**src/design/tpsd_pkg.sv**
```systemverilog
// ----------------------------------------------------------------------------
// tpsd_pkg
// Shared types and constants of the touch pad event and slide detector.
// ----------------------------------------------------------------------------
package tpsd_pkg;

  localparam int unsigned TOUCH_W        = 12;
  localparam int unsigned TIME_W         = 32;
  localparam int unsigned WINDOW_W       = 16;
  localparam int unsigned PAD_IDX_W      = 4;
  localparam int unsigned NUM_PADS_DEF   = 12;
  localparam int unsigned APB_ADDR_W     = 3;
  localparam int unsigned APB_DATA_W     = 32;

  localparam logic [WINDOW_W-1:0] WINDOW_RESET = WINDOW_W'(200);

  // register index, taken from paddr[2]
  localparam logic REG_SLIDE_WINDOW = 1'b0;

  typedef enum logic [1:0] {
    KIND_KEY   = 2'd0,
    KIND_RIGHT = 2'd1,
    KIND_LEFT  = 2'd2
  } event_kind_e;

endpackage

```
**src/design/tpsd_if.sv**
```systemverilog
// ----------------------------------------------------------------------------
// tpsd channels
// Valid/ready channels for touch samples in and pad or slide events out.
// ----------------------------------------------------------------------------
interface tpsd_sample_if import tpsd_pkg::*; ();
  logic                 valid;
  logic                 ready;
  logic [TOUCH_W-1:0]   touch_bits;
  logic [TIME_W-1:0]    time_ms;

  modport source (output valid, output touch_bits, output time_ms, input ready);
  modport sink   (input valid, input touch_bits, input time_ms, output ready);
endinterface

interface tpsd_event_if import tpsd_pkg::*; ();
  logic                 valid;
  logic                 ready;
  logic [1:0]           event_kind;
  logic [PAD_IDX_W-1:0] pad_index;
  logic                 pressed;
  logic                 last_of_run;

  modport source (output valid, output event_kind, output pad_index, output pressed,
                  output last_of_run, input ready);
  modport sink   (input valid, input event_kind, input pad_index, input pressed,
                  input last_of_run, output ready);
endinterface

```
**src/design/touch_pad_event_and_slide_detector.sv**
```systemverilog
// ----------------------------------------------------------------------------
// touch_pad_event_and_slide_detector
// Turns touch pad samples into pad press/release events and slide gestures.
// ----------------------------------------------------------------------------
// Usage:
//   sample_i carries one touch bitmap plus a millisecond timestamp per
//   transfer. event_o carries the resulting events, one per transfer:
//   an optional slide press/release pair first, then one key event per
//   changed pad in ascending order; last_of_run marks the final event of
//   a sample. A sample that changes nothing produces no event.
//   The APB port holds slide_window_ms at address 0 (reset 200).
// Timing:
//   the slide decision and change mask are computed when a sample is taken,
//   stored in the sequencer registers and passed from there, one event at a
//   time, to the output register. The sequencer emits one event per cycle
//   while event_o is not held off; a sample has at most 2 + pad count events
//   (14 for twelve pads). The next sample is taken in the cycle the current
//   one issues its last event, so single-event samples stream every cycle unless stalled.
// Reset: no pads touched, no slide in progress, window back to 200 ms.
// Stall: while event_o is held off, the output register keeps its event,
//   the sequencer waits, and sample_i.ready drops once it has work queued.
// ----------------------------------------------------------------------------
module touch_pad_event_and_slide_detector import tpsd_pkg::*; #(
  parameter int unsigned NUM_PADS = NUM_PADS_DEF
) (
  input  logic                   clk_i,
  input  logic                   rst_ni,
  input  logic                   psel,
  input  logic                   penable,
  input  logic                   pwrite,
  input  logic [APB_ADDR_W-1:0]  paddr,
  input  logic [APB_DATA_W-1:0]  pwdata,
  output logic [APB_DATA_W-1:0]  prdata,
  output logic                   pready,
  tpsd_sample_if.sink            sample_i,
  tpsd_event_if.source           event_o
);

  localparam int unsigned NumLive = (NUM_PADS < TOUCH_W) ? NUM_PADS : TOUCH_W;

  function automatic logic [PAD_IDX_W-1:0] highest_pad(input logic [NumLive-1:0] v);
    logic [PAD_IDX_W-1:0] r;
    r = '0;
    for (int i = 0; i < NumLive; i++) begin
      if (v[i]) r = PAD_IDX_W'(i);
    end
    return r;
  endfunction

  function automatic logic [PAD_IDX_W-1:0] lowest_pad(input logic [NumLive-1:0] v);
    logic [PAD_IDX_W-1:0] r;
    r = '0;
    for (int i = NumLive - 1; i >= 0; i--) begin
      if (v[i]) r = PAD_IDX_W'(i);
    end
    return r;
  endfunction

  // configuration
  logic [WINDOW_W-1:0] window_q;
  logic                reg_sel;

  assign pready  = 1'b1;
  assign reg_sel = (paddr[2] == REG_SLIDE_WINDOW);
  assign prdata  = reg_sel ? APB_DATA_W'(window_q) : '0;

  always_ff @(posedge clk_i or negedge rst_ni) begin
    if (!rst_ni) begin
      window_q <= WINDOW_RESET;
    end else if (psel && penable && pwrite && reg_sel) begin
      window_q <= pwdata[WINDOW_W-1:0];
    end
  end

  // detector state
  logic [NumLive-1:0]   prev_touch_q;
  logic                 slide_active_q;
  logic [PAD_IDX_W-1:0] start_pad_q;
  logic [TIME_W-1:0]    start_time_q;

  // event sequencer: pending slide events and remaining changed pads
  logic [1:0]           slide_cnt_q, slide_cnt_d;
  event_kind_e          slide_kind_q, slide_kind_d;
  logic [NumLive-1:0]   chg_q, chg_d;

  // output register
  logic                 out_valid_q;
  event_kind_e          out_kind_q;
  logic [PAD_IDX_W-1:0] out_pad_q;
  logic                 out_pressed_q;
  logic                 out_last_q;

  logic in_fire, out_fire, out_free, busy, emit;

  // sample evaluation
  logic [NumLive-1:0]   touched, changed;
  logic                 any_touch, in_window, slide_fire, slide_start;
  logic [PAD_IDX_W-1:0] hi_pad;
  logic [TIME_W-1:0]    elapsed;

  assign touched     = sample_i.touch_bits[NumLive-1:0];
  assign changed     = touched ^ prev_touch_q;
  assign any_touch   = |touched;
  assign hi_pad      = highest_pad(touched);
  assign elapsed     = sample_i.time_ms - start_time_q;
  assign in_window   = elapsed < TIME_W'(window_q);
  assign slide_fire  = slide_active_q && any_touch && in_window && (hi_pad != start_pad_q);
  assign slide_start = !slide_active_q && (|changed) && any_touch;

  // next event from the sequencer
  logic [NumLive-1:0]   chg_low, chg_rest;
  event_kind_e          emit_kind;
  logic [PAD_IDX_W-1:0] emit_pad;
  logic                 emit_pressed, emit_last;

  assign chg_low  = chg_q & (~chg_q + NumLive'(1));
  assign chg_rest = chg_q & ~chg_low;

  always_comb begin
    if (slide_cnt_q != 2'd0) begin
      emit_kind    = slide_kind_q;
      emit_pad     = '0;
      emit_pressed = (slide_cnt_q == 2'd2);
      emit_last    = (slide_cnt_q == 2'd1) && (chg_q == '0);
    end else begin
      emit_kind    = KIND_KEY;
      emit_pad     = lowest_pad(chg_q);
      // prev_touch_q already holds this sample's bits
      emit_pressed = |(prev_touch_q & chg_low);
      emit_last    = (chg_rest == '0);
    end
  end

  assign busy     = (slide_cnt_q != 2'd0) || (chg_q != '0);
  assign out_free = !out_valid_q || event_o.ready;
  assign emit     = busy && out_free;

  assign sample_i.ready = !busy || (out_free && emit_last);
  assign in_fire        = sample_i.valid && sample_i.ready;
  assign out_fire       = event_o.valid && event_o.ready;

  always_comb begin
    slide_cnt_d  = slide_cnt_q;
    slide_kind_d = slide_kind_q;
    chg_d        = chg_q;
    if (emit) begin
      if (slide_cnt_q != 2'd0) begin
        slide_cnt_d = slide_cnt_q - 2'd1;
      end else begin
        chg_d = chg_rest;
      end
    end
    if (in_fire) begin
      slide_cnt_d  = slide_fire ? 2'd2 : 2'd0;
      slide_kind_d = (hi_pad > start_pad_q) ? KIND_RIGHT : KIND_LEFT;
      chg_d        = changed;
    end
  end

  always_ff @(posedge clk_i or negedge rst_ni) begin
    if (!rst_ni) begin
      prev_touch_q   <= '0;
      slide_active_q <= 1'b0;
      start_pad_q    <= '0;
      start_time_q   <= '0;
      slide_cnt_q    <= 2'd0;
      slide_kind_q   <= KIND_RIGHT;
      chg_q          <= '0;
      out_valid_q    <= 1'b0;
    end else begin
      slide_cnt_q  <= slide_cnt_d;
      slide_kind_q <= slide_kind_d;
      chg_q        <= chg_d;
      if (in_fire) begin
        prev_touch_q <= touched;
        if (slide_start) begin
          slide_active_q <= 1'b1;
          start_pad_q    <= hi_pad;
          start_time_q   <= sample_i.time_ms;
        end else if (slide_fire || (slide_active_q && !any_touch)) begin
          slide_active_q <= 1'b0;
        end
      end
      if (emit) begin
        out_valid_q <= 1'b1;
      end else if (event_o.ready) begin
        out_valid_q <= 1'b0;
      end
    end
  end

  always_ff @(posedge clk_i) begin
    if (emit) begin
      out_kind_q    <= emit_kind;
      out_pad_q     <= emit_pad;
      out_pressed_q <= emit_pressed;
      out_last_q    <= emit_last;
    end
  end

  assign event_o.valid       = out_valid_q;
  assign event_o.event_kind  = out_kind_q;
  assign event_o.pad_index   = out_pad_q;
  assign event_o.pressed     = out_pressed_q;
  assign event_o.last_of_run = out_last_q;

  // a slide only ends on a sample transfer
  a_slide_end_on_sample: assert property (@(posedge clk_i) disable iff (!rst_ni)
    $fell(slide_active_q) |-> $past(in_fire))
    else $error("slide ended without a sample transfer");

  // a slide press never closes a run
  a_slide_press_not_last: assert property (@(posedge clk_i) disable iff (!rst_ni)
    event_o.valid && (event_o.event_kind != KIND_KEY) && event_o.pressed
      |-> !event_o.last_of_run)
    else $error("slide press flagged as last event");

  // a transferred slide press is followed at once by its release
  a_slide_pair: assert property (@(posedge clk_i) disable iff (!rst_ni)
    out_fire && (event_o.event_kind != KIND_KEY) && event_o.pressed
      |=> event_o.valid && !event_o.pressed
          && (event_o.event_kind == $past(event_o.event_kind)))
    else $error("slide press not followed by its release");

  // key events only name live pads
  a_key_pad_range: assert property (@(posedge clk_i) disable iff (!rst_ni)
    event_o.valid && (event_o.event_kind == KIND_KEY)
      |-> event_o.pad_index < PAD_IDX_W'(NumLive))
    else $error("key event pad index out of range");

endmodule
```
**src/flat_wrapper.sv**
```systemverilog
// flat-port wrapper written by rule: the top's interface ports become plain ports
module touch_pad_event_and_slide_detector_flat import tpsd_pkg::*;
#(
  parameter int unsigned NUM_PADS = NUM_PADS_DEF
)
  (clk_i, rst_ni, psel, penable, pwrite, paddr, pwdata, prdata, pready, sample_i_valid, sample_i_touch_bits, sample_i_time_ms, sample_i_ready, event_o_valid, event_o_event_kind, event_o_pad_index, event_o_pressed, event_o_last_of_run, event_o_ready);
  tpsd_sample_if sample_i_i ();
  tpsd_event_if event_o_i ();
  input  logic clk_i;
  input  logic rst_ni;
  input  logic psel;
  input  logic penable;
  input  logic pwrite;
  input  logic [APB_ADDR_W-1:0] paddr;
  input  logic [APB_DATA_W-1:0] pwdata;
  output logic [APB_DATA_W-1:0] prdata;
  output logic pready;
  input wire logic [$bits(sample_i_i.valid)-1:0] sample_i_valid;
  input wire logic [$bits(sample_i_i.touch_bits)-1:0] sample_i_touch_bits;
  input wire logic [$bits(sample_i_i.time_ms)-1:0] sample_i_time_ms;
  output wire logic [$bits(sample_i_i.ready)-1:0] sample_i_ready;
  output wire logic [$bits(event_o_i.valid)-1:0] event_o_valid;
  output wire logic [$bits(event_o_i.event_kind)-1:0] event_o_event_kind;
  output wire logic [$bits(event_o_i.pad_index)-1:0] event_o_pad_index;
  output wire logic [$bits(event_o_i.pressed)-1:0] event_o_pressed;
  output wire logic [$bits(event_o_i.last_of_run)-1:0] event_o_last_of_run;
  input wire logic [$bits(event_o_i.ready)-1:0] event_o_ready;
  assign sample_i_i.valid = sample_i_valid;
  assign sample_i_i.touch_bits = sample_i_touch_bits;
  assign sample_i_i.time_ms = sample_i_time_ms;
  assign sample_i_ready = sample_i_i.ready;
  assign event_o_valid = event_o_i.valid;
  assign event_o_event_kind = event_o_i.event_kind;
  assign event_o_pad_index = event_o_i.pad_index;
  assign event_o_pressed = event_o_i.pressed;
  assign event_o_last_of_run = event_o_i.last_of_run;
  assign event_o_i.ready = event_o_ready;
  touch_pad_event_and_slide_detector #(.NUM_PADS(NUM_PADS)) u_core (.clk_i(clk_i), .rst_ni(rst_ni), .psel(psel), .penable(penable), .pwrite(pwrite), .paddr(paddr), .pwdata(pwdata), .prdata(prdata), .pready(pready), .sample_i(sample_i_i), .event_o(event_o_i));
endmodule
```
**config.mk**
```make
export PLATFORM = sky130hd
export DESIGN_NAME = touch_pad_event_and_slide_detector_flat
export DESIGN_NICKNAME = d
export VERILOG_FILES = /design/src/design/tpsd_pkg.sv /design/src/design/tpsd_if.sv /design/src/design/touch_pad_event_and_slide_detector.sv /design/src/flat_wrapper.sv
export SDC_FILE = /design/constraint.sdc
export NUM_CORES = 1
export LEC_CHECK = 0
export ABC_AREA = 1
export BUFFER_PORTS_ARGS = -buffer_cell sky130_fd_sc_hd__buf_2
export CAP_MARGIN = 10
export CORE_MARGIN = 2
export CORE_UTILIZATION = 50
export DETAILED_ROUTE_END_ITERATION = 8
export HOLD_SLACK_MARGIN = 0.03
export PLACE_DENSITY_LB_ADDON = 0.1
export SYNTH_ARGS = -nofsm -noshare
export SYNTH_HDL_FRONTEND = slang
export SYNTH_SLANG_ARGS = --single-unit
```
**constraint.sdc**
```tcl
create_clock -name clk_i -period 7.26 [get_ports clk_i]
set_input_delay 1.452 -clock clk_i [delete_from_list [all_inputs] [get_ports clk_i]]
set_output_delay 1.452 -clock clk_i [all_outputs]
set_load 0.02 [all_outputs]
```
Word-level counts from Yosys, hierarchy flattened
Index checks and enable logic that the tools add are counted.
W data, S select, Z words.

cells by class
  add/sub/neg operators = 3
  $lt $le $gt $ge = 2
  equal/unequal tests = 4
  mux-type cells = 37
  bitwise gates (word level) = 7
  reductions and logical operators = 40

operators by type and width
  cell                     count
  $mux W4                  14
  $and A12 B12 Y12         3
  $mux W12                 3
  $reduce_or A12 Y1        3
  $lt A32 B16 Y1           1
  $sub A32 B32 Y32         1
  $logic_not A12 Y1        2
  $not A12 Y12             2
  $mux W16                 1
  $mux W2                  7
  $logic_and A1 B1 Y1      13
  $add A12 B1 Y12 const B  1
  $mux W3                  4
  $reduce_bool A12 Y1      1
  $xor A12 B12 Y12         1
  $reduce_bool A2 Y1       5
  $reduce_or A9 Y1         1
  $mux W1                  8
  $reduce_and A2 Y1        4
  $reduce_or A5 Y1         1
  $gt A4 B4 Y1             1
  $logic_not A1 Y1         4
  $logic_or A1 B1 Y1       4
  $ne A4 B4 Y1             1
  other kinds (7)          7

storage, ports and cells
  flip-flop bits (word level) = 90
  input bits = 86
  output and inout bits = 43

Depth between registers and ports, before layout
Gate-level depths: netlist (run 1).

  depth after elaboration = 16
  depth in mapped cells = 22
  gate-level depth less buffers = 22

Worst setup path after synthesis (run 1)
Ideal clock, no wire load.

  kind = input port to flip-flop
  from = in sample_i_time_ms[0]
  to = reg u_core.slide_active_q
  setup time = 117 ps
  arrival time = 3569 ps
  data required time = 7143 ps
  path slack = 3574 ps
  stages on the path = 20
  path buffers = 0
  cells stage by stage = inv_1 > ha_1 > fa_1 > inv_1 > nand2_1 > nand3_1 > nand2_1 > nand2_1 > xor2_1 > ha_1 > nand2_1 > o2111ai_1 > nor2_1 > nand2_1 > nor2_1 > nand2_1 > nor2_1 > nand4_1 > nand2_1 > nand2_1

on the way
  cells in the longest elaborated chain, start to end = 7

RTL lines
  what                                 RTL line                                   source
  start: declaration                   flat_wrapper.sv:20                         input wire logic [$bits(sample_i_i.time_ms)-1:0] sample_i_time_ms;
  $sub A32 B32 Y32                     touch_pad_event_and_slide_detector.sv:105  assign elapsed = sample_i.time_ms - start_time_q;
  $lt A32 B16 Y1                       touch_pad_event_and_slide_detector.sv:106  assign in_window = elapsed < TIME_W'(window_q);
  $logic_and A1 B1 Y1 (2 in series)    touch_pad_event_and_slide_detector.sv:107  assign slide_fire = slide_active_q && any_touch && in_window && (hi_pad != start_pad_q);
  $logic_or A1 B1 Y1                   touch_pad_event_and_slide_detector.sv:180  end else if (slide_fire || (slide_active_q && !any_touch)) begin
  $reduce_bool A2 Y1 (no source line)  -
  $reduce_and A2 Y1 (no source line)   -
  end signal: assignment               touch_pad_event_and_slide_detector.sv:163  slide_active_q <= 1'b0;
  end signal: assignment               touch_pad_event_and_slide_detector.sv:177  slide_active_q <= 1'b1;
  end signal: assignment               touch_pad_event_and_slide_detector.sv:181  slide_active_q <= 1'b0;
  end: declaration                     touch_pad_event_and_slide_detector.sv:77   logic slide_active_q;

Every way passes these cells.
A chain may end at the register's enable or synchronous reset.

Worst setup path in the final report (run 1)
Ends and elaborated chain as after synthesis.

==> summary.txt, run 1 <==
Top cell type by total area after synthesis - dfrtp_1
Worst hold path type - flip-flop to flip-flop
Die Span Y - 125 um
Commonest non-fill, non-tap cells in the layout - nand2_1 (305), inv_1 (211), nor2_1 (105)
Antenna diodes - 0
Fill count - 1473
Core Area - 14500 um2
Power, Total - 0.00334 W
CP arrival - 4.30 ns
GP Congestion - 0.887
Synth top area cells - dfrtp_1 (27%), nand2_1 (16%), inv_1 (11%)
VDD IR max - 0.000188 V
Clock-pin slew on the worst setup and hold paths - 0.07 ns
Cell-internal power - 0.00173 W
CP required - 7.51 ns
Num CTS Buffers - 9
Crit Path Class - input pin to flip-flop
P&R area growth vs syn - 11.6%
Largest net degree at the start of global routing - 83
Pre-antenna DRT Iters - 4
Part of the power in registers - 24.8%
Rel. slew slack - 28.8%
Initial DRC count - 342
Setup crit end kind - flip-flop
Comb pwr share - 59.8%
Skew final - 0.00943 ns
H-tree Lvls - 3
Post-synth EDFFs - 8
GR met2 Demand/Resource - 36.5%
Fin crit share - 55.8%
First-pass GRT wire length - 29200 um
Min Tclk post-route - 4.05 ns
# DRC - 0
Antenna violation net count after detailed routing - 0
Port bufs - 93
Crit path max fanout - 3
CTS Root Cell - clkbuf_16
Setup TNS - 0 ns
CTS max path bufs - 2
# IOs - 129
CTS resizes - 0
Share of layout cells above drive strength 1 - 13.6%
Outcome - completed
Met1 Track Usage GR - 31.6%
Cts hold-fix bufs - 0
Yosys cell types - 46
Initial antenna violation count - 0
Synth Cell Area - 7360 um2
Worst Tran Pin Value - 1.07 ns
Rows - 44
Final hold violation count - 0
Mean post-synth cell area - 6.72 um2
Synth Flop Type - dfrtp_1
Ys Warns - 0
Power density cells - 406 nW/um2
Postcts setup bufs - 0
Sequential share of the synthesized area - 31.2%
WL final - 17100 um
Pleak - 4.75 nW
Max cap viols - 0
Met3 Use GR - 4.49%
Post-synth top area share - 26.5%
Remaining global-route overflow - 0
Detailed-route via count - 6596
CTS tree - built
Sw frac - 48.2%
Footprint of the multi-input gates - 4090 um2
Initial core utilization - 50.8%
Fin. max-slew vios - 0
Clock power frac - 15.4%
GR peak layer - met2
RSZ-0062 raised after global routing - no
Nets@finish - 1321
All-Layer GR Usage - 22.7%
Post-synthesis register bit count - 90
Die X - 125 um
Fraction of registers with async set/reset - 91.1%
Post-DP HPWL - 13700 um
Die ar. - 15700 um2
Worst setup SP type - input pin
DR vias/cell - 4.81
FF+latch area - 2300 um2
Number of global-route vias before repair - 6160
FMAX - 247 MHz
Clock Latency Late Sink - 0.36 ns
Final setup fails - 0
Psw - 0.00161 W
Post-synthesis cell count - 1095
WL per Instance - 12.5 um
CTS Sinks - 90
Commonest non-fill, non-tap cell in the layout - nand2_1
cells by family after synthesis:
kind of cell    share of synthesized area, %
simple gates                            30.0
buf+inv                                 14.1
compound gates                          11.8
flops                                   31.2
fa+ha+maj                               9.28
xor+xnor                                3.21
other cells                            0.102
mux                                    0.272
cell type report:
type	instances	share of cell area (%)
clock buffer	11	3.21
sequential	90	28.0
inverter	213	9.73
clock inverter	5	0.792
timing repair buffer	94	5.79
tap	184	2.80
multi-input combinational	773	49.7
per-layer routing:
layer	share of wire (%)	wire length, um	up-vias
li1	-	-	3553
met1	49	8400	2892
met2	46	7790	130
met3	3.7	639	21
met4	1.4	242	0
met5	0	0	-
Yosys cell counts (4+ instances only):
master    count
a21oi_1      58
buf_2         4
buf_4        18
clkbuf_1      9
dfrtp_1      78
dfstp_2       4
edfxtp_1      8
ha_1         53
inv_1       211
nand2_1     305
nand2_2      20
nand3_1      45
nand3b_1      4
nand4_1      12
nor2_1      105
nor3_1       14
o21ai_0      61
o21ai_2      16
o22ai_1       4
xor2_1       24
power by group through the flow:
| stage | Clock (W) | Sequential, W | Combinational, W |
|---|---|---|---|
| floorplan | 0 | 0.000832 | 0.00152 |
| global placement | 0 | 0.000831 | 0.00196 |
| detailed placement | 0 | 0.000836 | 0.00199 |
| CTS | 0.000526 | 0.000827 | 0.00200 |
| global route | 0.000551 | 0.000855 | 0.00231 |
| finish | 0.000513 | 0.000829 | 0.00199 |
critical path, cell delays in order:
cell and delay [ns]:
buf_2 0.09, inv_1 0.05, ha_1 0.22, fa_1 0.41
inv_1 0.10, nand2_1 0.06, nand3_1 0.13, nand2_1 0.08
nand2_1 0.18, xor2_1 0.24, ha_1 0.27, nand2_1 0.08
o2111ai_1 0.12, nor2_1 0.16, nand2_1 0.07, nor2_1 0.10
nand2_1 0.06, nor2_1 0.10, nand4_1 0.18, nand2_1 0.10
nand2_1 0.05
final timing paths:
path	end	cells past startpoint	slack (ns)	start
worst min register to register	u_core.start_time_q[0]	2	0.49	u_core.start_time_q[0]
worst max register to register	u_core.start_pad_q[0]	17	4.00	u_core.slide_cnt_q[0]
max in group asynchronous	u_core.start_time_q[26]	1	5.28	rst_ni
min in group asynchronous	u_core.window_q[8]	1	1.28	rst_ni
worst min-delay path	u_core.start_time_q[0]	2	0.49	u_core.start_time_q[0]
worst max-delay path	u_core.slide_active_q	21	3.21	sample_i_time_ms[0]
per-stage QoR:
| step | instance area, um2 | hold slack, ns | std cells | utilization (%) | worst slack [ns] |
|---|---|---|---|---|---|
| finish | 8220 | 0.495 | 1370 | 56.7 | 3.21 |
| global route | 8220 | 0.521 | 1370 | 56.7 | 2.99 |
| CTS | 8220 | 0.503 | 1370 | 56.7 | 3.20 |
| detailed placement | 7890 | 0.486 | 1354 | 54.5 | 2.83 |
| global placement | 7890 | 0.482 | 1354 | 54.5 | 2.83 |
| floorplan | 7420 | 0.461 | 1110 | - | 3.57 |
state kept, by name, summed over array words and instances, names as in the netlist:
signal / flops
u_core.event_o.valid: 1
u_core.slide_cnt_q: 2
u_core.event_o.event_kind: 2
u_core.prev_touch_q: 12
u_core.start_pad_q: 4
u_core.start_time_q: 32
u_core.chg_q: 12
u_core.event_o.last_of_run: 1
u_core.event_o.pad_index: 4
u_core.event_o.pressed: 1
u_core.slide_kind_q: 2
u_core.window_q: 16
u_core.slide_active_q: 1
(Power assumes the default switching activity.)
==> run 2, diff against run 1 <==
Clock period 7.26 ns to 3.9 ns, I/O delays scaled along.
==> run 2 against run 1 <==
Cell count grew 0.22%. Worst hold slack gained 0.010 ns. Non-clock buffer count rose by 3. Wire length up 1.4%. Count of clock-buffer cells in the layout decreased by 1. Largest cell class unchanged.
==> summary.txt, run 2 (synthesized netlist as in run 1, its figures left out) <==
Die Span Y - 125 um
Share of layout cells above drive strength 1 - 13.8%
Fill count - 1490
Largest net degree at the start of global routing - 76
RR Startpoint - u_core.start_time_q[0]
Initial DRC count - 481
H-tree Lvls - 3
CTS max path bufs - 2
Worst Reg2Reg Path Length in Cells - 19
Commonest non-fill, non-tap cell in the layout - nand2_1
CP arrival - 3.55 ns
# IOs - 129
Biggest register - u_core.start_time_q
Cts hold-fix bufs - 0
Skew final - 0.00791 ns
Commonest non-fill, non-tap cells in the layout - nand2_1 (305), inv_1 (211), nor2_1 (105)
CTS Root Cell - clkbuf_16
Top sig layer - met4
Port bufs - 93
Postcts setup bufs - 0
Met3 wire length - 559 um
WL final - 17300 um
Cell-internal power - 0.00318 W
CTS Sinks - 90
Worst reg2reg endpoint - u_core.slide_active_q
Fin. max-slew vios - 0
Number of global-route vias before repair - 6193
Sw frac - 48.7%
VDD IR max - 0.000270 V
DR vias/cell - 4.84
Worst Hold End - u_core.start_time_q[0]
Clock Latency Late Sink - 0.35 ns
Pre-antenna DRT Iters - 7
WL per Instance - 12.6 um
Comb pwr share - 60.6%
Final hold violation count - 0
RSZ-0062 raised after global routing - no
R2R setup slack - 0.79 ns
Rows - 44
Max reg flops - 32
GP Congestion - 0.893
Slowest stage cell, crit path - fa_1
Die X - 125 um
Most Frequent Cell on Critical Path - nand2_1
Setup TNS - 0 ns
Min Tclk post-route - 3.32 ns
CP cell instances - buf_2 -> inv_1 -> ha_1 -> fa_1 -> inv_1 -> nand2_1 -> nand3_1 -> nand2_1 -> nand2_1 -> xor2_1 -> ha_1 -> inv_1 -> nor3_1 -> a211oi_1 -> nand2_1 -> nand2_1 -> nand4_1 -> nor2_1 -> nand4_1 -> nand2_1 -> nand2_1
Worst Tran Pin Value - 0.954 ns
FF+latch area - 2300 um2
Biggest regs - u_core.start_time_q x32, u_core.window_q x16
Placed Cells - 1357
Clock-pin slew on the worst setup and hold paths - 0.06 ns
Post-DP HPWL - 14000 um
FMAX - 301 MHz
Num CTS Buffers - 9
Outcome - completed
Part of the power in registers - 24.9%
Hold_sp - u_core.start_time_q[0]
Remaining global-route overflow - 0
Die ar. - 15700 um2
Slowest stage delay, CP - 0.41 ns
Core Area - 14500 um2
Footprint of the multi-input gates - 4090 um2
CP required - 4.14 ns
Final setup fails - 0
All-Layer GR Usage - 22.7%
Fin crit share - 85.0%
Nets@finish - 1324
Worst setup SP type - input pin
# DRC - 0
Met2 wire length - 7900 um
Detailed-route via count - 6644
Crit Path Class - input pin to flip-flop
Psw - 0.00302 W
Antenna violation net count after detailed routing - 0
Initial core utilization - 50.8%
Clock power frac - 14.6%
CTS resizes - 0
Pleak - 4.77 nW
Power density cells - 753 nW/um2
Crit path max fanout - 3
Max cap viols - 0
P&R area growth vs syn - 11.8%
Initial antenna violation count - 0
Hold depth - 2
First-pass GRT wire length - 28900 um
Fin cells - 1373
M1 WL - 8480 um
CTS tree - built
Worst hold path type - flip-flop to flip-flop
Setup crit end kind - flip-flop
Antenna diodes - 0
Rel. slew slack - 36.4%
-- run 2: layout make-up --
cell class	instances	share of cell area, %
repair buffers	97	6.21
clock buffers	10	2.90
flip-flops and latches	90	27.9
inverters	213	9.72
well taps	184	2.80
clock inverters	6	0.791
multi-input cells	773	49.7
-- run 2: how the worst max path moves through the flow --
stage	from	to
finish	sample_i_time_ms[0]	u_core.slide_active_q
global route	sample_i_time_ms[0]	u_core.slide_active_q
CTS	sample_i_time_ms[0]	u_core.slide_active_q
detailed placement	sample_i_time_ms[0]	u_core.slide_active_q
global placement	sample_i_time_ms[0]	u_core.slide_active_q
floorplan	sample_i_time_ms[0]	u_core.slide_active_q
-- run 2: worst max-delay path, delay by kind of cell --
family                     cells  cell delay [ns]
AOI/OAI and AO/OA              1             0.16
buffers and inverters          4             0.30
xor gates and xnor gates       1             0.28
and+or+nand+nor               12             1.09
adders and majority gates      3             0.92
-- run 2: power groups by stage --
| stage | Combinational, W | Sequential (W) | Clock (W) |
|---|---|---|---|
| 6_report | 0.00375 | 0.00154 | 0.000903 |
| 5_1_grt | 0.00431 | 0.00159 | 0.000963 |
| 4_1_cts | 0.00375 | 0.00154 | 0.000930 |
| 3_5_place_dp | 0.00373 | 0.00156 | 0 |
| 3_3_place_gp | 0.00366 | 0.00155 | 0 |
| 2_1_floorplan | 0.00283 | 0.00155 | 0 |
-- run 2: through the flow --
step	power, W	hold WS, ns	utilization, %	setup WS (ns)	area [um2]
6_report	0.00620	0.505	56.8	0.583	8230
5_1_grt	0.00686	0.524	56.8	0.290	8230
4_1_cts	0.00622	0.513	56.8	0.597	8230
3_5_place_dp	0.00528	0.497	54.7	0.232	7920
3_3_place_gp	0.00520	0.487	54.7	0.299	7920
2_1_floorplan	0.00438	0.461	-	0.886	7420
-- run 2: metal layers --
metal,vias up,global-route usage (%)
met4,0,8.50
li1,3557,-
met2,132,36.5
met3,21,2.65
met1,2934,31.5
met5,-,0
